<file path="src/rtl/core/tcw_pkg.sv">
// shared types, constants and codes for the text console writer
`timescale 1ns / 1ps
`default_nettype none

package tcw_pkg;

	localparam int DEF_COLUMNS = 80;
	localparam int DEF_ROWS    = 25;

	localparam int OP_W   = 2;
	localparam int CHAR_W = 8;
	localparam int IDX_W  = 11;
	localparam int POS_W  = 11;
	localparam int ATTR_W = 8;
	localparam int CELL_W = 16;

	localparam logic [CELL_W-1:0] BLANK_CELL   = 16'h0F20;
	localparam logic [ATTR_W-1:0] ATTR_RESET   = 8'h0F;
	localparam logic [CHAR_W-1:0] CH_NEWLINE   = 8'd10;
	localparam logic [CHAR_W-1:0] CH_BACKSPACE = 8'd8;

	typedef enum logic [OP_W-1:0] {
		OP_PUT   = 2'd0,
		OP_READ  = 2'd1,
		OP_CLEAR = 2'd2
	} op_t;

	typedef enum logic [2:0] {
		ST_INIT,
		ST_IDLE,
		ST_EXEC,
		ST_RDWAIT,
		ST_CLEAR,
		ST_SCROLL,
		ST_DONE
	} seq_state_t;

	// what a put does to the screen store
	typedef struct packed {
		logic wr_en;
		logic wr_blank;
		logic scroll;
	} put_act_t;

	typedef struct packed {
		logic [POS_W-1:0]  cursor_pos;
		logic [CELL_W-1:0] cell_data;
		logic              scrolled;
	} res_t;

endpackage

`default_nettype wire

</file>
<file path="src/rtl/core/tcw_seq.sv">
// operation sequencer: screen sweeps, scroll copy pass, cell reads and puts
`timescale 1ns / 1ps
`default_nettype none

module tcw_seq import tcw_pkg::*; #(
	parameter int COLUMNS = DEF_COLUMNS,
	parameter int ROWS    = DEF_ROWS,
	localparam int ADDR_W = $clog2(COLUMNS * ROWS)
) (
	input  wire logic              clk,
	input  wire logic              arst_n,
	input  wire logic              in_valid,
	output logic                   in_stall,
	input  wire logic [OP_W-1:0]   op,
	input  wire logic [CHAR_W-1:0] char_code,
	input  wire logic [IDX_W-1:0]  cell_index,
	input  wire logic [ATTR_W-1:0] attr,
	input  wire put_act_t          cur_act,
	input  wire logic [ADDR_W-1:0] cur_wr_addr,
	input  wire logic [ADDR_W-1:0] cur_lin,
	output logic                   cur_commit,
	output logic      [CHAR_W-1:0] char_q,
	output logic                   mem_we,
	output logic      [ADDR_W-1:0] mem_waddr,
	output logic      [CELL_W-1:0] mem_wdata,
	output logic                   mem_re,
	output logic      [ADDR_W-1:0] mem_raddr,
	input  wire logic [CELL_W-1:0] mem_rdata,
	input  wire logic              res_ready,
	output logic                   res_valid,
	output res_t                   res
);

	localparam int CELL_COUNT = COLUMNS * ROWS;
	localparam int SHIFT_CNT  = CELL_COUNT - COLUMNS;

	seq_state_t state_q, state_n;

	op_t              op_q;
	logic [IDX_W-1:0] idx_q;
	logic [CELL_W-1:0] data_q;
	logic             scr_q;
	logic [ADDR_W-1:0] cnt_q;
	logic             cnt_inc, cnt_last, in_range, copy_phase;

	// scroll write-back stage, in the cycle after its read
	logic              cp_vld_s1;
	logic              cp_blank_s1;
	logic [ADDR_W-1:0] cp_addr_s1;

	logic              dir_we;
	logic [ADDR_W-1:0] dir_waddr;
	logic [CELL_W-1:0] dir_wdata;

	assign cnt_last   = (cnt_q == ADDR_W'(CELL_COUNT - 1));
	assign in_range   = (int'(idx_q) < CELL_COUNT);
	assign copy_phase = (cnt_q < ADDR_W'(SHIFT_CNT));

	always_comb begin
		state_n    = state_q;
		in_stall   = 1'b1;
		cur_commit = 1'b0;
		mem_re     = 1'b0;
		mem_raddr  = cnt_q + ADDR_W'(COLUMNS);
		dir_we     = 1'b0;
		dir_waddr  = cnt_q;
		dir_wdata  = BLANK_CELL;
		cnt_inc    = 1'b0;
		res_valid  = 1'b0;
		case (state_q)
			ST_INIT: begin
				dir_we  = 1'b1;
				cnt_inc = 1'b1;
				if (cnt_last) begin
					state_n = ST_IDLE;
				end
			end
			ST_IDLE: begin
				in_stall = 1'b0;
				if (in_valid) begin
					state_n = ST_EXEC;
				end
			end
			ST_EXEC: begin
				case (op_q)
					OP_PUT: begin
						cur_commit = 1'b1;
						dir_we     = cur_act.wr_en;
						dir_waddr  = cur_wr_addr;
						dir_wdata  = cur_act.wr_blank ? BLANK_CELL : {attr, char_q};
						state_n    = cur_act.scroll ? ST_SCROLL : ST_DONE;
					end
					OP_READ: begin
						if (in_range) begin
							mem_re    = 1'b1;
							mem_raddr = ADDR_W'(idx_q);
							state_n   = ST_RDWAIT;
						end else begin
							state_n = ST_DONE;
						end
					end
					OP_CLEAR: begin
						state_n = ST_CLEAR;
					end
					default: begin
						state_n = ST_DONE;
					end
				endcase
			end
			ST_RDWAIT: begin
				state_n = ST_DONE;
			end
			ST_CLEAR: begin
				dir_we  = 1'b1;
				cnt_inc = 1'b1;
				if (cnt_last) begin
					state_n = ST_DONE;
				end
			end
			ST_SCROLL: begin
				mem_re  = copy_phase;
				cnt_inc = 1'b1;
				if (cnt_last) begin
					state_n = ST_DONE;
				end
			end
			ST_DONE: begin
				res_valid = 1'b1;
				if (res_ready) begin
					state_n = ST_IDLE;
				end
			end
			default: begin
				state_n = ST_INIT;
			end
		endcase
	end

	// the pending scroll write never meets a direct write
	assign mem_we    = cp_vld_s1 | dir_we;
	assign mem_waddr = cp_vld_s1 ? cp_addr_s1 : dir_waddr;
	assign mem_wdata = cp_vld_s1 ? (cp_blank_s1 ? BLANK_CELL : mem_rdata) : dir_wdata;

	always_ff @(posedge clk or negedge arst_n) begin
		if (!arst_n) begin
			state_q   <= ST_INIT;
			cnt_q     <= '0;
			cp_vld_s1 <= 1'b0;
		end else begin
			state_q   <= state_n;
			cp_vld_s1 <= (state_q == ST_SCROLL);
			if (cnt_inc) begin
				cnt_q <= cnt_last ? '0 : cnt_q + ADDR_W'(1);
			end
		end
	end

	always_ff @(posedge clk) begin
		cp_addr_s1  <= cnt_q;
		cp_blank_s1 <= !copy_phase;
		if (state_q == ST_IDLE && in_valid) begin
			op_q   <= op_t'(op);
			char_q <= char_code;
			idx_q  <= cell_index;
			data_q <= '0;
			scr_q  <= 1'b0;
		end
		if (state_q == ST_EXEC && op_q == OP_PUT) begin
			scr_q <= cur_act.scroll;
		end
		if (state_q == ST_RDWAIT) begin
			data_q <= mem_rdata;
		end
	end

	assign res.cursor_pos = POS_W'(cur_lin);
	assign res.cell_data  = data_q;
	assign res.scrolled   = scr_q;

endmodule

`default_nettype wire

</file>
<file path="config.mk">
export PLATFORM = sky130hd
export DESIGN_NAME = tcw_seq
export DESIGN_NICKNAME = d
export VERILOG_FILES = /design/src/rtl/core/tcw_pkg.sv /design/src/rtl/core/tcw_seq.sv
export SDC_FILE = /design/constraint.sdc
export NUM_CORES = 1
export LEC_CHECK = 0
export CAP_MARGIN = 5
export CORE_UTILIZATION = 40
export CTS_CLUSTER_DIAMETER = 100
export DETAILED_ROUTE_END_ITERATION = 8
export DONT_BUFFER_PORTS = 1
export GPL_TIMING_DRIVEN = 0
export PLACE_DENSITY = 0.55
export SYNTH_ARGS = -nofsm -noshare
export SYNTH_HDL_FRONTEND = slang
export SYNTH_SLANG_ARGS = --single-unit
</file>
<file path="constraint.sdc">
create_clock -name clk -period 3.7 [get_ports clk]
set_input_delay 0.37 -clock clk [delete_from_list [all_inputs] [get_ports clk]]
set_output_delay 0.37 -clock clk [all_outputs]
set_load 0.02 [all_outputs]
</file>
==> metrics.yaml, run 1 <==
stdcell_count: 407
post_cts_buffers: 0
ys_ff_latch: 65
route.final.wire_length_mm: 7.11
drt_pass1_iterations: 4
max_cap_violations: 0
root_buffer: "sky130_fd_sc_hd__clkbuf_8"
cpPeakStageDelay_ns: 0.47
synth_ff_type: "sky130_fd_sc_hd__edfxtp_1"
critPathMostFrequentCell: "sky130_fd_sc_hd__clkbuf_1"
h_tree_level_count: 3
final_core_utilization: 0.456
startpoint_of_the_most_critical_setup_path: "state_q[1]"
initial_utilization: 0.412
drc_violations_left: 0
synth_seq_area_share: 0.554
final_max_slew_viol_count: 0
grt_pass1_vias: 2007
yosys.area.top_type: "sky130_fd_sc_hd__edfxtp_1"
final_period_minus_worst_setup_slack_ns: 2.84
setup.worst_path.end_class: "primary output"
synth_nets: 364
avgSynthCellArea_sq_um: 11.0
drt_iter0_drc: 132
vias: 2209
clkSlewWorstSetupHoldPaths_ns: 0.07
fmax_mhz: 352
netSwitchingPower_w: 0.000283
timing_hold_violations_final: 0
overall_fraction_of_global_route_tracks_in_use: 0.175
fin_nets: 377
cp_max_fo: 10
remaining_global_route_overflow: 0
i_o_pin_total: 153
hold_path_startpoint: "cell_index[7]"
dieHeight_microns: 91.0
clock_sink_count: 65
p_total_w: 0.00136
ir_worst_vdd_mv: 0.183
synth_common_cells: "sky130_fd_sc_hd__edfxtp_1 (38), sky130_fd_sc_hd__o21ai_0 (22), sky130_fd_sc_hd__and3_1 (19), sky130_fd_sc_hd__nand2_1 (19), sky130_fd_sc_hd__clkbuf_1 (16)"
post_synth_main_area_contributors: "sky130_fd_sc_hd__edfxtp_1 (36%), sky130_fd_sc_hd__dfrtp_1 (12%), sky130_fd_sc_hd__dfxtp_1 (7.6%)"
async_reset_ff_frac: 0.231
detail-route-antenna-nets: 0
timing.hold.ws_ns: 0.129
cts_repair_resize_count: 0
timing.max_slew.rel_slack: 0.439
flop_pwr_share: 0.560
startpoint_type: "flip-flop"
pwr-share-comb: 0.017
port-buffer-count: 0
power.share.switching: 0.208
fillerInstances: 726
core_sq_mm: 0.00769
post-synth-top-area-fraction: 0.360
cts_max_path_bufs: 2
r2r-start: "state_q[1]"
worst_ep_required_time_ns: 3.33
route.detailed.vias_per_inst: 5.43
outcome: "completed"
area.growth.synth_to_final_pct: 10.6
power.leakage_nw: 1.29
final_min_period_over_clock_period: 0.768
placed_cells_incl_taps: 390
cts_tree: "yes"
grt_antenna_before_repair: 0
largest_net_degree_at_the_start_of_global_routing: 22
detailedPlacementHpwl_mm: 5.26
tns_ns: 0
setup.worst_path.class: "flip-flop to primary output"
intPower_w: 0.00108
cell_with_the_largest_stage_delay_on_the_worst_path: "sky130_fd_sc_hd__a21oi_1"
post-synth-top-count-cell: "sky130_fd_sc_hd__edfxtp_1"
clock_skew_ns: 0.00599
die_area_sq_mm: 0.00828
yosys.cell_types.count: 51
hold_path_class: "primary input to flip-flop"
first_pass_grt_wire_length_mm: 11.0
syn-cell-area_sq_mm: 0.00317
antenna_cells_inserted: 0
rows: 32
post_route_cells_drive_above_1_share: 0.144
finalSetupViolations: 0
rsz0062_at_grt: "false"
die_w_microns: 91.0
synthesis.yosys.warnings: 0
path_cells: "clkbuf_1, nor3b_1, o211ai_2, clkbuf_1, a21oi_1"
netlist_instances: 287
worst_pin_slew_ns: 0.833
route.detailed.wl_per_inst_microns: 17.5
clock_power_share: 0.423
clkLatencyLatePin_ns: 0.33
critical_path_arrival_ns: 2.47
number_of_flops_mapped_to_enable_cells_by_yosys: 38
gp_congestion: 0.827
cellPowerDensity_mw_per_mm2: 389
cts_buffers: 9
[flip-flops by register name (all words and copies together), names as in the netlist]
signal and count:
cp_blank_s1 1, idx_q 11, state_q 3, cp_vld_s1 1, cnt_q 11, char_q 8, cp_addr_s1 11, scr_q 1
data_q 16, op_q 2
[power groups by stage]
stage,registers [W],clock network (W),logic (W)
finish,0.000763,0.000576,0.0000230
global route,0.000762,0.000626,0.0000246
CTS,0.000763,0.000592,0.0000235
detailed placement,0.000779,0,0.0000193
global placement,0.000779,0,0.0000193
floorplan,0.000779,0,0.0000187
[worst paths after layout]
kind | depth (start not counted) | slack [ns] | to
max in group asynchronous | 1 | 2.74 | cnt_q[0]
worst max-delay path | 5 | 0.86 | mem_raddr[4]
worst min register to register | 0 | 0.36 | cp_addr_s1[8]
worst min-delay path | 0 | 0.13 | idx_q[7]
min in group asynchronous | 1 | 0.51 | cnt_q[5]
worst max register to register | 5 | 1.19 | data_q[8]
[layout by cell type, fill, tap and decap left out, drive strengths merged, types with 2 or more instances in the layout]
master,count
xor2,2
and3,19
clkinv,4
xnor2,6
nor3b,2
a21oi,11
clkinvlp,2
or3,5
nor3,4
buf,16
nand4,3
a211oi,2
nand2b,2
mux2,6
or3b,2
a22o,12
o21ai,26
nor2,13
clkbuf,26
mux2i,11
dfxtp,12
nand2,19
o22a,5
ha,3
dfrtp,15
nand3,6
edfxtp,38
inv,10
nor2b,4
[layer usage]
metal,vias up,track usage,share of wire
li1,1064,-,-
met1,1037,0.246,0.47
met2,102,0.258,0.45
met3,6,0.0586,0.074
met4,0,0.0476,0.0080
met5,-,0,0
[critical path, delay by kind of cell (launching register included)]
family                 cells  cell delay (ns)
buffers and inverters      2             0.61
AND/OR/NAND/NOR            1             0.41
AO/OA/AOI/OAI              2             0.78
flip-flops                 1             0.34
[metrics by stage]
step	setup slack (ns)	cell area (sq um)
final	0.860	3500
after global routing	0.618	3500
after CTS	0.864	3500
after detailed placement	1.17	3310
after global placement	0.666	3300
after floorplan	1.31	3170
[kinds of logic after synthesis]
group,Yosys count,synth area share
AOI/OAI and AO/OA,68,0.142
xor gates and xnor gates,8,0.0221
adders and majority gates,3,0.0118
buffers and inverters,42,0.0687
DFF,65,0.554
muxes,17,0.0561
and+or+nand+nor,84,0.145
[final cells by class]
class / instances / area (sq um) / share of cell area
sequential: 65 / 1760 / 0.501
buffer: 31 / 175 / 0.0500
inverter: 11 / 42.5 / 0.0121
clock buffer: 10 / 128 / 0.0364
timing repair buffer: 2 / 21.3 / 0.00607
multi-input combinational: 180 / 1190 / 0.341
clock inverter: 6 / 58.8 / 0.0168
tap: 102 / 128 / 0.0364
[repair_timing]
item | 4_1_cts | 5_1_grt
hold buffers | 1 | 0
hold endpoints to repair | 15 | 0
setup endpoints to repair | 0 | 0
Power figures use the tool's default switching activity.
==> run 2: changes to the inputs <==
- PLACE_DENSITY: 0.55 -> 0.57
- clock period: 3.7 -> 2.47 ns (I/O delays scaled with it)
==> run 2 against run 1 <==
Non-clock buffer count grew 22; power is 52% higher; clock-buffer cell count up 4; critical path type unchanged; critical endpoint is now mem_wdata[11].
==> metrics.yaml, run 2 (synthesis results as in run 1) <==
drc_violations_left: 0  # unchanged
cts_tree: "yes"
die_w_microns: 91.0  # unchanged
final_max_slew_viol_count: 0  # unchanged
dieHeight_microns: 91.0  # unchanged
cts_max_path_bufs: 2  # unchanged
most_frequent_standard_cell_in_the_layout_excluding_fill_and_tap_cells: "sky130_fd_sc_hd__edfxtp_1"
route.detailed.wl_per_inst_microns: 17.3  # -1.2%
drt_pass1_iterations: 4  # unchanged
power.leakage_nw: 1.44  # +12%
worst_pin_slew_ns: 0.839  # +0.00625 ns
overall_fraction_of_global_route_tracks_in_use: 0.179  # +0.00395
grt_pass1_vias: 2153  # +7.3%
placed_cells_incl_taps: 390  # unchanged
fillerInstances: 719  # -0.96%
pre_cts_slack_ns: -0.0554  # -1.23 ns
h_tree_level_count: 3  # unchanged
post_route_cells_drive_above_1_share: 0.251  # +0.107
largest_register: "data_q"
final_core_utilization: 0.511  # +0.0547
grt_antenna_before_repair: 0  # unchanged
setup.worst_path.end_class: "primary output"
worst_ep_required_time_ns: 2.22  # -1.11 ns
post_cts_buffers: 0  # unchanged
finalSetupViolations: 0  # unchanged
tns_ns: 0  # unchanged
timing.hold.ws_ns: 0.138  # +0.00851 ns
first_pass_grt_wire_length_mm: 11.2  # +1.9%
ir_worst_vdd_mv: 0.276  # +51%
largest_net_degree_at_the_start_of_global_routing: 22  # unchanged
startpoint_type: "flip-flop"
clkSlewWorstSetupHoldPaths_ns: 0.07  # about the same
critical_path_arrival_ns: 2.18  # -0.29 ns
max_cap_violations: 0  # unchanged
fmax_mhz: 413
multiInputGateArea_sq_mm: 0.00136  # +13%
detail-route-antenna-nets: 0  # unchanged
timing.final.ws_setup_ns: 0.0473  # -0.812 ns
outcome: "completed"
initial_utilization: 0.412  # unchanged
clkLatencyLatePin_ns: 0.33  # about the same
port-buffer-count: 0  # unchanged
core_sq_mm: 0.00769  # unchanged
commonest_cells_after_routing_fill_and_taps_aside: "sky130_fd_sc_hd__edfxtp_1 (38), sky130_fd_sc_hd__dlygate4sd3_1 (22), sky130_fd_sc_hd__nand2_1 (19), sky130_fd_sc_hd__and3_1 (19)"
fin_nets: 399  # +5.8%
clock_sink_count: 65  # unchanged
timing_hold_violations_final: 0  # unchanged
die_area_sq_mm: 0.00828  # unchanged
detailedPlacementHpwl_mm: 5.33  # +1.2%
rows: 32  # unchanged
cts_buffers: 9  # unchanged
timing.max_slew.rel_slack: 0.435  # -0.00421
vias: 2337  # +5.8%
drt_iter0_drc: 88  # -33%
remaining_global_route_overflow: 0  # unchanged
cellPowerDensity_mw_per_mm2: 526  # +35%
cp_max_fo: 5  # -5
gp_congestion: 0.880  # +6.4%
setup.worst_path.class: "flip-flop to primary output"
final_min_period_over_clock_period: 0.981
route.final.wire_length_mm: 7.40  # +4.2%
clock_skew_ns: 0.00827  # +0.00228 ns
area.growth.synth_to_final_pct: 23.8
root_buffer: "sky130_fd_sc_hd__clkbuf_8"
stdcell_count: 429  # +5.4%
final_period_minus_worst_setup_slack_ns: 2.42
antenna_cells_inserted: 0  # unchanged
hold_path_class: "primary input to flip-flop"
route.detailed.vias_per_inst: 5.45  # +0.37%
i_o_pin_total: 153  # unchanged
seq_area_sq_mm: 0.00176  # unchanged
rsz0062_at_grt: "true"
max_reg_flops: 16  # unchanged
-- run 2: changes by cell type in the layout (fill, tap and decap cells not counted), sizes merged --
cell and change:
buf -1, bufinv -1, clkbuf +6, clkinv -1
clkinvlp -1, dlygate4sd3 +21, inv -1
-- run 2: layout make-up --
cell class,count,area share
Buffer,31,0.0481
Clock buffer,14,0.0469
Clock inverter,2,0.00255
Inverter,11,0.0128
Multi-Input combinational cell,180,0.345
Sequential cell,65,0.448
Tap cell,102,0.0325
Timing Repair Buffer,24,0.0644
-- run 2: worst paths after layout --
kind                                  from  cells after the start  slack [ns]            end
worst max-delay path            state_q[0]                      4        0.05  mem_wdata[11]
worst min-delay path              in_valid                      2        0.14     state_q[1]
worst max register to register  state_q[1]                      5        0.21      data_q[0]
worst min register to register    cnt_q[8]                      0        0.36  cp_addr_s1[8]
max in group asynchronous           arst_n                      1        1.65     state_q[2]
min in group asynchronous           arst_n                      1        0.38       cnt_q[5]
-- run 2: metal layers --
metal,part of all wire,wire length (microns),up-vias,GRT usage
li1,-,-,1120,-
met1,0.45,3350,1116,0.237
met2,0.47,3450,88,0.271
met3,0.059,435,13,0.0486
met4,0.021,159,0,0.0886
met5,0,0,-,0
-- run 2: metrics by stage --
stage          power (W)  area (sq um)
2_1_floorplan    0.00119          3170
3_3_place_gp     0.00120          3300
3_5_place_dp     0.00120          3300
4_1_cts          0.00209          3800
5_1_grt          0.00215          3930
6_report         0.00207          3930
-- run 2: timing repair --
action,CTS,global route
hold buffers,22,0
endpoints found under the hold margin,36,0
pin swaps,1,2
cloned,0,1
resized for setup,28,31
setup endpoints to repair,50,29
-- run 2: where the power goes --
group          leakage (nW)  switching [W]  internal (W)
Sequential            0.596              0       0.00114
Clock                 0.102       0.000384      0.000478
Combinational         0.743      0.0000243     0.0000364
-- run 2: worst max-delay path: stages, from the launching register on --
cell and delay (ns):
sky130_fd_sc_hd__dfrtp_1 0.40, sky130_fd_sc_hd__or3b_1 0.39, sky130_fd_sc_hd__or3_4 0.39, sky130_fd_sc_hd__or3_4 0.40, sky130_fd_sc_hd__o22a_2 0.27
