--- src/rtl/core/tcw_pkg.sv ---
// shared types, constants and codes for the text console writer
`timescale 1ns / 1ps
`default_nettype none

package tcw_pkg;

	localparam int DEF_COLUMNS = 80;
	localparam int DEF_ROWS    = 25;

	localparam int OP_W   = 2;
	localparam int CHAR_W = 8;
	localparam int IDX_W  = 11;
	localparam int POS_W  = 11;
	localparam int ATTR_W = 8;
	localparam int CELL_W = 16;

	localparam logic [CELL_W-1:0] BLANK_CELL   = 16'h0F20;
	localparam logic [ATTR_W-1:0] ATTR_RESET   = 8'h0F;
	localparam logic [CHAR_W-1:0] CH_NEWLINE   = 8'd10;
	localparam logic [CHAR_W-1:0] CH_BACKSPACE = 8'd8;

	typedef enum logic [OP_W-1:0] {
		OP_PUT   = 2'd0,
		OP_READ  = 2'd1,
		OP_CLEAR = 2'd2
	} op_t;

	typedef enum logic [2:0] {
		ST_INIT,
		ST_IDLE,
		ST_EXEC,
		ST_RDWAIT,
		ST_CLEAR,
		ST_SCROLL,
		ST_DONE
	} seq_state_t;

	// what a put does to the screen store
	typedef struct packed {
		logic wr_en;
		logic wr_blank;
		logic scroll;
	} put_act_t;

	typedef struct packed {
		logic [POS_W-1:0]  cursor_pos;
		logic [CELL_W-1:0] cell_data;
		logic              scrolled;
	} res_t;

endpackage

`default_nettype wire

--- src/rtl/core/tcw_cursor.sv ---
// cursor registers and the put decision: newline, backspace, printable byte
`timescale 1ns / 1ps
`default_nettype none

module tcw_cursor import tcw_pkg::*; #(
	parameter int COLUMNS = DEF_COLUMNS,
	parameter int ROWS    = DEF_ROWS,
	localparam int ADDR_W = $clog2(COLUMNS * ROWS)
) (
	input  wire logic              clk,
	input  wire logic              arst_n,
	input  wire logic              commit,
	input  wire logic [CHAR_W-1:0] char_code,
	output put_act_t               act,
	output logic      [ADDR_W-1:0] wr_addr,
	output logic      [ADDR_W-1:0] lin_pos
);

	localparam int COL_W = $clog2(COLUMNS);
	localparam int ROW_W = $clog2(ROWS);

	logic [COL_W-1:0] col_q, col_n;
	logic [ROW_W-1:0] row_q, row_n;
	logic             last_col, last_row;

	assign lin_pos  = ADDR_W'(int'(row_q) * COLUMNS + int'(col_q));
	assign last_col = (col_q == COL_W'(COLUMNS - 1));
	assign last_row = (row_q == ROW_W'(ROWS - 1));

	always_comb begin
		col_n   = col_q;
		row_n   = row_q;
		act     = '0;
		wr_addr = lin_pos;
		if (char_code == CH_NEWLINE) begin
			col_n = '0;
			if (last_row) begin
				act.scroll = 1'b1;
			end else begin
				row_n = row_q + ROW_W'(1);
			end
		end else if (char_code == CH_BACKSPACE) begin
			// nothing happens at column zero
			if (col_q != '0) begin
				col_n        = col_q - COL_W'(1);
				act.wr_en    = 1'b1;
				act.wr_blank = 1'b1;
				wr_addr      = lin_pos - ADDR_W'(1);
			end
		end else begin
			act.wr_en = 1'b1;
			if (last_col) begin
				col_n = '0;
				if (last_row) begin
					act.scroll = 1'b1;
				end else begin
					row_n = row_q + ROW_W'(1);
				end
			end else begin
				col_n = col_q + COL_W'(1);
			end
		end
	end

	always_ff @(posedge clk or negedge arst_n) begin
		if (!arst_n) begin
			col_q <= '0;
			row_q <= '0;
		end else if (commit) begin
			col_q <= col_n;
			row_q <= row_n;
		end
	end

endmodule

`default_nettype wire

--- config.mk ---
export PLATFORM = sky130hd
export DESIGN_NAME = tcw_cursor
export DESIGN_NICKNAME = d
export VERILOG_FILES = /design/src/rtl/core/tcw_pkg.sv /design/src/rtl/core/tcw_cursor.sv
export SDC_FILE = /design/constraint.sdc
export NUM_CORES = 1
export LEC_CHECK = 0
export ABC_AREA = 0
export BUFFER_PORTS_ARGS = -buffer_cell sky130_fd_sc_hd__buf_2
export CAP_MARGIN = 20
export CORE_MARGIN = 10
export CORE_UTILIZATION = 33
export DETAILED_ROUTE_END_ITERATION = 7
export GPL_TIMING_DRIVEN = 0
export PLACE_DENSITY = 0.61
export SLEW_MARGIN = 10
export SYNTH_ARGS = -nofsm -noshare
export SYNTH_HDL_FRONTEND = slang
export SYNTH_SLANG_ARGS = --single-unit
--- constraint.sdc ---
create_clock -name clk -period 3.2 [get_ports clk]
set_input_delay 0.48 -clock clk [delete_from_list [all_inputs] [get_ports clk]]
set_output_delay 0.48 -clock clk [all_outputs]
set_load 0.02 [all_outputs]
==> results of run 1 <==
==> state kept, by name, indices dropped and copies added (netlist names) <==
| register | cells |
|---|---|
| col_q | 7 |
| row_q | 5 |
==> layout make-up <==
| class | count | area (um^2) |
|---|---|---|
| Buffer | 8 | 53.80 |
| Clock buffer | 3 | 41.29 |
| Fill cell | 412 | 2276 |
| Inverter | 9 | 33.78 |
| Multi-Input combinational cell | 130 | 1006 |
| Sequential cell | 12 | 304.0 |
| Tap cell | 50 | 62.56 |
| Timing Repair Buffer | 41 | 222.7 |
==> Yosys cell counts, drive strengths merged <==
cell type and number:
nand2b 1, and3 1, nand3 5, clkbuf 2, a21oi 13, nor3b 3
a22oi 1, or3b 1, nand3b 1, a22o 1, nand4 5, fa 2
nor2 12, nor4 3, ha 15, nor4b 2, xor2 7, a31oi 1
o32ai 1, inv 9, and4bb 1, buf 6, nor2b 1, o2111ai 2
nand2 11, o31ai 1, a31o 1, a21o 2, o21ai 5, or3 1
and2 4, a211oi 1, nor3 4, mux2i 2, nand4b 2, o2bb2ai 2
o22ai 1, dfrtp 12, or4 2, xnor2 12
==> metal layers <==
| layer | vias up | global-route usage | wire (um) |
|---|---|---|---|
| met3 | 4 | 0.02512 | 275 |
| met2 | 35 | 0.1390 | 1430 |
| met4 | 0 | 0.04042 | 57 |
| li1 | 658 | - | - |
| met1 | 571 | 0.1251 | 1685 |
| met5 | - | 0 | 0 |
==> worst max path at each step <==
stage | from | slack, ps | endpoint
6_report | row_q[1] | 90 | wr_addr[10]
5_1_grt | col_q[4] | 8 | wr_addr[10]
4_1_cts | row_q[1] | 10 | wr_addr[10]
3_5_place_dp | row_q[1] | 180 | wr_addr[10]
3_3_place_gp | row_q[1] | 190 | wr_addr[10]
2_1_floorplan | row_q[1] | 40 | wr_addr[10]
==> cell families (layout without fill, tap and decap cells) <==
kind of cell	after synthesis	in the layout
flip-flops	12	12
AND/OR/NAND/NOR	60	60
XOR/XNOR	19	19
adder cells (fa/ha/maj)	17	17
AO/OA/AOI/OAI	32	32
buffers and inverters	17	61
multiplexers	2	2
==> metrics by stage <==
step	cell area, um^2	utilization	hold WS, ps	setup slack [ps]
6_report	1724	0.4310	116.5	91.45
5_1_grt	1724	0.4310	134.0	7.556
4_1_cts	1655	0.4138	122.2	12.01
3_5_place_dp	1608	0.4019	376.9	175.2
3_3_place_gp	1608	0.4019	372.3	194.4
2_1_floorplan	1370	-	184.4	41.34
==> worst max-delay path, stage by stage, from the launching register on <==
cell	delay, ps
dfrtp_2	420
ha_1	300
ha_2	200
fa_2	560
nand2_1	60
a21oi_1	140
xor2_1	310
nor4_2	80
xor2_1	160
buf_4	170
==> power breakdown <==
group          internal (mW)  total, mW  leakage [nW]  switching [mW]
logic                  0.515       1.38         0.654           0.865
registers              0.204      0.273         0.141          0.0686
clock network         0.0827      0.135        0.0216          0.0518
==> timing repair <==
item                                    CTS  global route
endpoints found under the setup margin    1             2
pin swaps                                 2             5
hold endpoints to repair                  0             0
gates resized for setup                   1             8
buffers inserted                          0             6
==> flow_metrics.env, run 1 <==
export IMPL_status="finished, final reports clean"
export IMPL_syn_avg_cell_area_um2=8.617
export IMPL_core_um2=4000
export IMPL_worstSetupStartpointType="flop"
export IMPL_fmax_mhz=321.7
export IMPL_cts_buffers=3
export IMPL_die_h_um=84.44
export IMPL_drc_errors=0
export IMPL_fp_dieArea_um2=7129
export IMPL_synthToLayoutAreaGrowth_pct=25.84
export IMPL_dr_pass1_iters=4
export IMPL_ys_ff_latch=12
export IMPL_cts_max_level=1
export IMPL_grt_pass1_vias=1206
export IMPL_instances_no_fill=253
export IMPL_cts_sinks=12
export IMPL_grt_usage=0.09420
export IMPL_final_common_cell="buf_2"
export IMPL_synth_top_family_by_area="simple AND/OR/NAND/NOR gates"
export IMPL_cts_hold_buf=0
export IMPL_ys_warn_count=0
export IMPL_cap_violations=0
export IMPL_tns_ps=0
export IMPL_start_util=0.3425
export IMPL_rsz0062_at_grt="false"
export IMPL_period_share=0.9714
export IMPL_io_buffer_count=35
export IMPL_clockRootBuffer="clkbuf_8"
export IMPL_worstMarginPinSlew_ps=835.2
export IMPL_netlist_area_um2=1370
export IMPL_antenna_found_initial=0
export IMPL_reg2reg_depth=7
export IMPL_synth_compound_area_frac=0.1470
export IMPL_end_kind="output port"
export IMPL_wl_per_cell_um=13.63
export IMPL_clk_pin_slew_ps=50
export IMPL_cp_required_ps=2720
export IMPL_grt_pass1_wl_um=5796
export IMPL_vias_per_cell=5.012
export IMPL_seq_area_frac_synth=0.2192
export IMPL_yosysTopAreaCell="dfrtp_1"
export IMPL_drv_slew=0
export IMPL_synth_cell_types=48
export IMPL_r2r_end="col_q[6]"
export IMPL_vias=1268
export IMPL_p_total_mw=1.787
export IMPL_p_leak_nw=0.8169
export IMPL_pin_count=36
export IMPL_clock_insertion_delay_worst_skew_ps=240
export IMPL_syn_instance_count=159
export IMPL_dp_cells=244
export IMPL_fin_crit_ps=3109
export IMPL_gp_congestion=0.7828
export IMPL_path_class="reg2out"
export IMPL_ant_nets=0
export IMPL_grt_overflow=0
export IMPL_synth_xor_area_frac=0.1215
export IMPL_diodes=0
export IMPL_hold_viol_final=0
export IMPL_setup_viol=0
export IMPL_rrSetupSlack_ps=1140
export IMPL_synth_mux_area_frac=0.01461
export IMPL_p_per_area_nw_per_um2=1037
export IMPL_final_nets=233
export IMPL_yosys_area_share_simple=0.2676
export IMPL_irDropWorstVdd_mv=0.5125
export IMPL_worstPathArrival_ps=2630
export IMPL_r2r_start="col_q[0]"
export IMPL_routed_wl_um=3448
export IMPL_worstHoldPathType="in2async"
export IMPL_cts_tree="done"
export IMPL_rows=23
export IMPL_dp_hpwl_um=2846
export IMPL_yosysTopAreaCellShare=0.2192
export IMPL_drt_iter0_markers=75
export IMPL_synthAdderAreaFrac=0.1662
export IMPL_finClkSkew_ps=0.5033
export IMPL_drive_gt1_frac=0.3202
export IMPL_slew_headroom=0.4381
export IMPL_most_common_layout_cells="buf_2 (35), ha_1 (14), a21oi_1 (13)"
export IMPL_die_x_um=84.44
export IMPL_synth_nets=187
export IMPL_synth_area_leaders="dfrtp_1 (22%), ha_1 (14%), xnor2_1 (7.7%)"
export IMPL_path_max_fanout=4
export IMPL_grt_max_degree=13
export IMPL_clockBufferDepth=2
Note: power is estimated with default switching activity, not from simulation.
==> run 2, diff against run 1 <==
--- a/config.mk
+++ b/config.mk
@@ -12,7 +12,8 @@
 export CORE_UTILIZATION = 33
 export DETAILED_ROUTE_END_ITERATION = 7
 export GPL_TIMING_DRIVEN = 0
-export PLACE_DENSITY = 0.61
+export PLACE_DENSITY = 0.63
+export REMOVE_ABC_BUFFERS = 1
 export SLEW_MARGIN = 10
 export SYNTH_ARGS = -nofsm -noshare
 export SYNTH_HDL_FRONTEND = slang
==> constraint.sdc (replaced) <==
create_clock -name clk -period 2.8 [get_ports clk]
set_input_delay 0.42 -clock clk [delete_from_list [all_inputs] [get_ports clk]]
set_output_delay 0.42 -clock clk [all_outputs]
set_load 0.02 [all_outputs]
==> run 2 against run 1 <==
The flow now finishes with violations (negative setup slack). Global-route usage rose by 0.30 points. Via count rose by 2.8%. Final area rose by 5.6%. Final cell count rose by 0.40%. Clock power rose by 15%. Count of clock-buffer cells in the layout did not move.
==> flow_metrics.env, run 2 (same netlist as run 1, synthesis figures left out) <==
export IMPL_clockBufferDepth=2
export IMPL_reg_top3="col_q: 7 flops, row_q: 5 flops"
export IMPL_worst_path_stages=9
export IMPL_setup_viol=3
export IMPL_multi_input_comb_area_um2=1079
export IMPL_rows=23
export IMPL_critPathTopFamily="adder cells"
export IMPL_worstPathArrival_ps=2570
export IMPL_fin_crit_ps=2989
export IMPL_p_per_area_nw_per_um2=1250
export IMPL_cts_hold_buf=0
export IMPL_regMostFlops="col_q"
export IMPL_final_nets=234
export IMPL_vias_per_cell=5.130
export IMPL_synthToLayoutAreaGrowth_pct=32.88
export IMPL_worstHoldPathType="in2async"
export IMPL_period_share=1.067
export IMPL_wl_per_cell_um=14.35
export IMPL_routed_wl_um=3645
export IMPL_die_x_um=84.44
export IMPL_drive_gt1_frac=0.3873
export IMPL_largest_register_ffs=7
export IMPL_cts_tree="done"
export IMPL_gp_congestion=0.7706
export IMPL_drv_slew=0
export IMPL_slowest_stage="fa_2"
export IMPL_grt_overflow=0
export IMPL_final_area_um2=1821
export IMPL_ff_latch_area_um2=302.8
export IMPL_slew_headroom=0.4389
export IMPL_fp_dieArea_um2=7129
export IMPL_crit_chain="ha_1, ha_2, fa_2, nand2_2, a21oi_2, xor2_2, nor4_2, xor2_1, buf_4"
export IMPL_core_um2=4000
export IMPL_ant_nets=0
export IMPL_worstSetupStartpointType="flop"
export IMPL_dp_hpwl_um=2771
export IMPL_finClkSkew_ps=1.817
export IMPL_rsz0062_at_grt="true"
export IMPL_clk_pin_slew_ps=50
export IMPL_p_leak_nw=0.8423
export IMPL_status="complete, but fails checks"
export IMPL_cts_max_level=1
export IMPL_drc_errors=0
export IMPL_most_common_layout_cells="buf_2 (31), buf_4 (18), a21oi_1 (11), nor2_1 (11), ha_1 (11)"
export IMPL_dr_pass1_iters=4
export IMPL_cp_required_ps=2380
export IMPL_cts_sinks=12
export IMPL_cap_violations=0
export IMPL_final_common_cell="buf_2"
export IMPL_grt_usage=0.09718
export IMPL_drt_iter0_markers=68
export IMPL_antenna_found_initial=0
export IMPL_path_class="reg2out"
export IMPL_end_kind="output port"
export IMPL_path_buf_inv=1
export IMPL_violations="negative setup slack"
export IMPL_io_buffer_count=35
export IMPL_worstMarginPinSlew_ps=834.0
export IMPL_grt_pass1_wl_um=5961
export IMPL_place_area_um2=1554
export IMPL_vias=1303
export IMPL_grt_max_degree=13
export IMPL_fmax_mhz=334.6
export IMPL_p_total_mw=2.276
export IMPL_postLayoutCoreUtil=0.4551
export IMPL_reg2reg_depth=7
export IMPL_start_util=0.3425
export IMPL_pin_count=36
export IMPL_diodes=0
export IMPL_clockRootBuffer="clkbuf_8"
export IMPL_hold_viol_final=0
export IMPL_clock_insertion_delay_worst_skew_ps=240
export IMPL_fillCellCount=406
export IMPL_grt_pass1_vias=1297
export IMPL_irDropWorstVdd_mv=0.5510
export IMPL_fin_ws_ps=-188.7
export IMPL_tns_ps=-273.1
export IMPL_max_stage_delay_ps=550
export IMPL_die_h_um=84.44
export IMPL_dpl_worst_slack_ps=-155.9
export IMPL_path_max_fanout=3
export IMPL_cts_buffers=3
-- run 2: power by group --
| group | leakage, nW | internal (mW) | switching, mW |
|---|---|---|---|
| Sequential | 0.141 | 0.233 | 0.106 |
| Clock | 0.0216 | 0.0945 | 0.0604 |
| Combinational | 0.680 | 0.729 | 1.05 |
-- run 2: what timing repair did --
action,4_1_cts,5_1_grt
setup endpoints to repair,5,8
pin swaps,8,7
gates resized for setup,15,11
buffers inserted,7,9
-- run 2: stage by stage --
step / hold WS (ps) / std cells
floorplan: 124.4 / 151
global placement: 306.4 / 236
detailed placement: 310.5 / 236
CTS: 51.10 / 246
global route: 58.20 / 254
finish: 49.19 / 254
-- run 2: per-layer routing --
layer,vias to the layer above,global-route usage,wire length [um],part of all wire
met4,0,0.03593,52,0.014
met3,5,0.03188,298,0.082
li1,662,-,-,-
met5,-,0,0,0
met2,36,0.1591,1630,0.45
met1,600,0.1153,1663,0.46
-- run 2: final timing paths --
path | start | endpoint | slack (ps)
min reg2reg | col_q[4] | col_q[4] | 600
max in group asynchronous | arst_n | col_q[4] | 2520
max | row_q[3] | wr_addr[10] | -190
max reg2reg | col_q[0] | col_q[6] | 790
min | arst_n | row_q[4] | 50
min in group clk | commit | col_q[0] | 560
-- run 2: area by class of cell --
type	count	area share
tap	50	0.03436
sequential	12	0.1663
clock buffer	3	0.02268
multi-input combinational	130	0.5924
inverter	9	0.01856
timing repair buffer	50	0.1656
-- run 2: worst register-to-register path: stages (launching register included) --
cell and delay, ps:
dfrtp_1 440, inv_1 190, ha_1 170, nor4b_1 310, nand4_1 170, and2_1 230
and2_1 180, a22o_1 200
==> run 3, diff against run 2 <==
==> constraint.sdc (replaced) <==
create_clock -name clk -period 2.8 [get_ports clk]
set_input_delay 0.14 -clock clk [delete_from_list [all_inputs] [get_ports clk]]
set_output_delay 0.14 -clock clk [all_outputs]
set_load 0.02 [all_outputs]
==> run 3 against run 2 <==
The run now ends clean. Clock power barely moved. First-iteration DRC count fell by 28%. Combinational power barely moved. Register-to-register slack barely moved. Routed wire length rose by 1.5%. Sequential cell count did not move. Global-route usage fell by 0.33 points. Maximum frequency rose by 9.0%. Final area did not move. Sequential power barely moved. Worst hold slack improved by 230 ps. Largest cell class unchanged.
==> flow_metrics.env, run 3 (same netlist as run 1, synthesis figures left out) <==
export IMPL_fin_ws_ps=58.06
export IMPL_ant_nets=0
export IMPL_final_nets=230
export IMPL_max_stage_delay_ps=420
export IMPL_vias=1288
export IMPL_p_leak_nw=0.8233
export IMPL_worstSetupStartpointType="flop"
export IMPL_cts_tree="done"
export IMPL_fp_dieArea_um2=7129
export IMPL_dr_pass1_iters=4
export IMPL_slew_headroom=0.4472
export IMPL_dp_cells=236
export IMPL_grtUsageMet1=0.1164
export IMPL_die_x_um=84.44
export IMPL_pin_count=36
export IMPL_grt_busiest_layer="met2"
export IMPL_rows=23
export IMPL_p_per_area_nw_per_um2=1245
export IMPL_setup_viol=0
export IMPL_path_max_fanout=3
export IMPL_start_util=0.3425
export IMPL_path_buf_inv=2
export IMPL_cap_violations=0
export IMPL_irDropWorstVdd_mv=0.5447
export IMPL_reg_top3="col_q: 7 flops, row_q: 5 flops"
export IMPL_regMostFlops="col_q"
export IMPL_gp_congestion=0.7706
export IMPL_ff_latch_area_um2=304.0
export IMPL_grt_max_degree=13
export IMPL_worstPathArrival_ps=2600
export IMPL_status="finished, final reports clean"
export IMPL_cts_buffers=3
export IMPL_seqPwrFrac=0.152
export IMPL_r2r_start="col_q[0]"
export IMPL_rsz0062_at_grt="true"
export IMPL_fillCellCount=397
export IMPL_dp_hpwl_um=2771
export IMPL_clockRootBuffer="clkbuf_8"
export IMPL_hold_path_startpoint="commit"
export IMPL_critPathTopFamily="adder cells"
export IMPL_most_common_layout_cells="buf_2 (34), a21oi_1 (12), nor2_1 (11), ha_1 (11), buf_4 (11)"
export IMPL_grt_pass1_vias=1225
export IMPL_crit_path_start="row_q[3]"
export IMPL_largest_register_ffs=7
export IMPL_pwr_share_comb=0.780
export IMPL_swShare=0.5515
export IMPL_fin_crit_ps=2742
export IMPL_power_switching_mw=1.250
export IMPL_dpl_worst_slack_ps=124.1
export IMPL_clk_pin_slew_ps=50
export IMPL_grt_usage=0.09383
export IMPL_io_buffer_count=35
export IMPL_finClkSkew_ps=1.238
export IMPL_use_met3=0.03188
export IMPL_diodes=0
export IMPL_rrSetupSlack_ps=800
export IMPL_multi_input_comb_area_um2=1116
export IMPL_drive_gt1_frac=0.3700
export IMPL_path_class="reg2out"
export IMPL_wl_per_cell_um=14.80
export IMPL_core_um2=4000
export IMPL_instances_no_fill=250
export IMPL_drc_errors=0
export IMPL_period_share=0.9793
export IMPL_clock_insertion_delay_worst_skew_ps=240
export IMPL_cts_sinks=12
export IMPL_end_kind="output port"
export IMPL_p_int_mw=1.017
export IMPL_hold_viol_final=0
export IMPL_antenna_found_initial=0
export IMPL_worstMarginPinSlew_ps=821.6
export IMPL_p_total_mw=2.267
export IMPL_routed_wl_um=3699
export IMPL_grt_overflow=0
export IMPL_crit_chain="ha_4, ha_4, fa_2, xor2_2, buf_4, xor2_4, nor4_4, xor2_1, buf_4"
export IMPL_cts_max_level=1
export IMPL_clkPwrFrac=0.068
export IMPL_slowest_stage="dfrtp_2"
export IMPL_vias_per_cell=5.152
export IMPL_grt_pass1_wl_um=5754
export IMPL_cp_required_ps=2660
export IMPL_worstHoldPathType="in2reg"
export IMPL_drv_slew=0
export IMPL_drt_iter0_markers=49
export IMPL_met2_usage=0.1459
export IMPL_fmax_mhz=364.7
export IMPL_synthToLayoutAreaGrowth_pct=32.88
export IMPL_die_h_um=84.44
export IMPL_clockBufferDepth=2
export IMPL_final_common_cell="buf_2"
export IMPL_place_area_um2=1554
export IMPL_final_area_um2=1821
## run 3: cell count changes in the layout (fill, tap and decap cells not counted), sizes merged
cell	delta
buf	-5
dlygate4sd3	+1
## run 3: repair_timing
item	in CTS	in global routing
endpoints found under the setup margin	1	5
resized for setup	2	22
hold buffers	1	0
hold endpoints to repair	12	0
buffers inserted	2	8
pin swaps	3	11
## run 3: layout make-up
cell class	count	share of cell area
inverter	9	0.01856
clock buffer	3	0.02268
timing repair buffer	46	0.1443
sequential	12	0.1670
multi-input combinational	130	0.6131
tap	50	0.03436
## run 3: through the flow
stage	hold WS (ps)	TNS, ps	util
after global placement	26.41	0	0.3885
after CTS	286.0	0	0.4085
final	280.6	0	0.4551
after global routing	320.1	-97.39	0.4551
after detailed placement	30.53	0	0.3885
after floorplan	-155.6	-18.66	-
## run 3: path summary, 6_finish.rpt
kind / cells after the start / to
setup / recovery: 9 / wr_addr[10]
hold reg to reg: 1 / row_q[4]
setup reg to reg: 6 / col_q[6]
min in group asynchronous: 2 / row_q[4]
max in group asynchronous: 2 / row_q[0]
hold / removal: 3 / col_q[0]
## run 3: power groups by stage
stage / Sequential, mW / Clock (mW) / Combinational [mW]
floorplan: 0.343 / 0 / 1.02
finish: 0.343 / 0.154 / 1.77
global route: 0.356 / 0.169 / 1.92
detailed placement: 0.344 / 0 / 1.47
CTS: 0.338 / 0.161 / 1.51
global placement: 0.345 / 0 / 1.46
## run 3: tightest hold or removal path, stage by stage
cell	delay, ps
buf_2	110
and2_1	150
o21ai_0	80
## run 3: routing by layer
metal	routed length, um	vias to the layer above	part of all wire
li1	-	657	-
met1	1691	595	0.46
met2	1671	30	0.45
met3	283	6	0.077
met4	53	0	0.014
met5	0	-	0
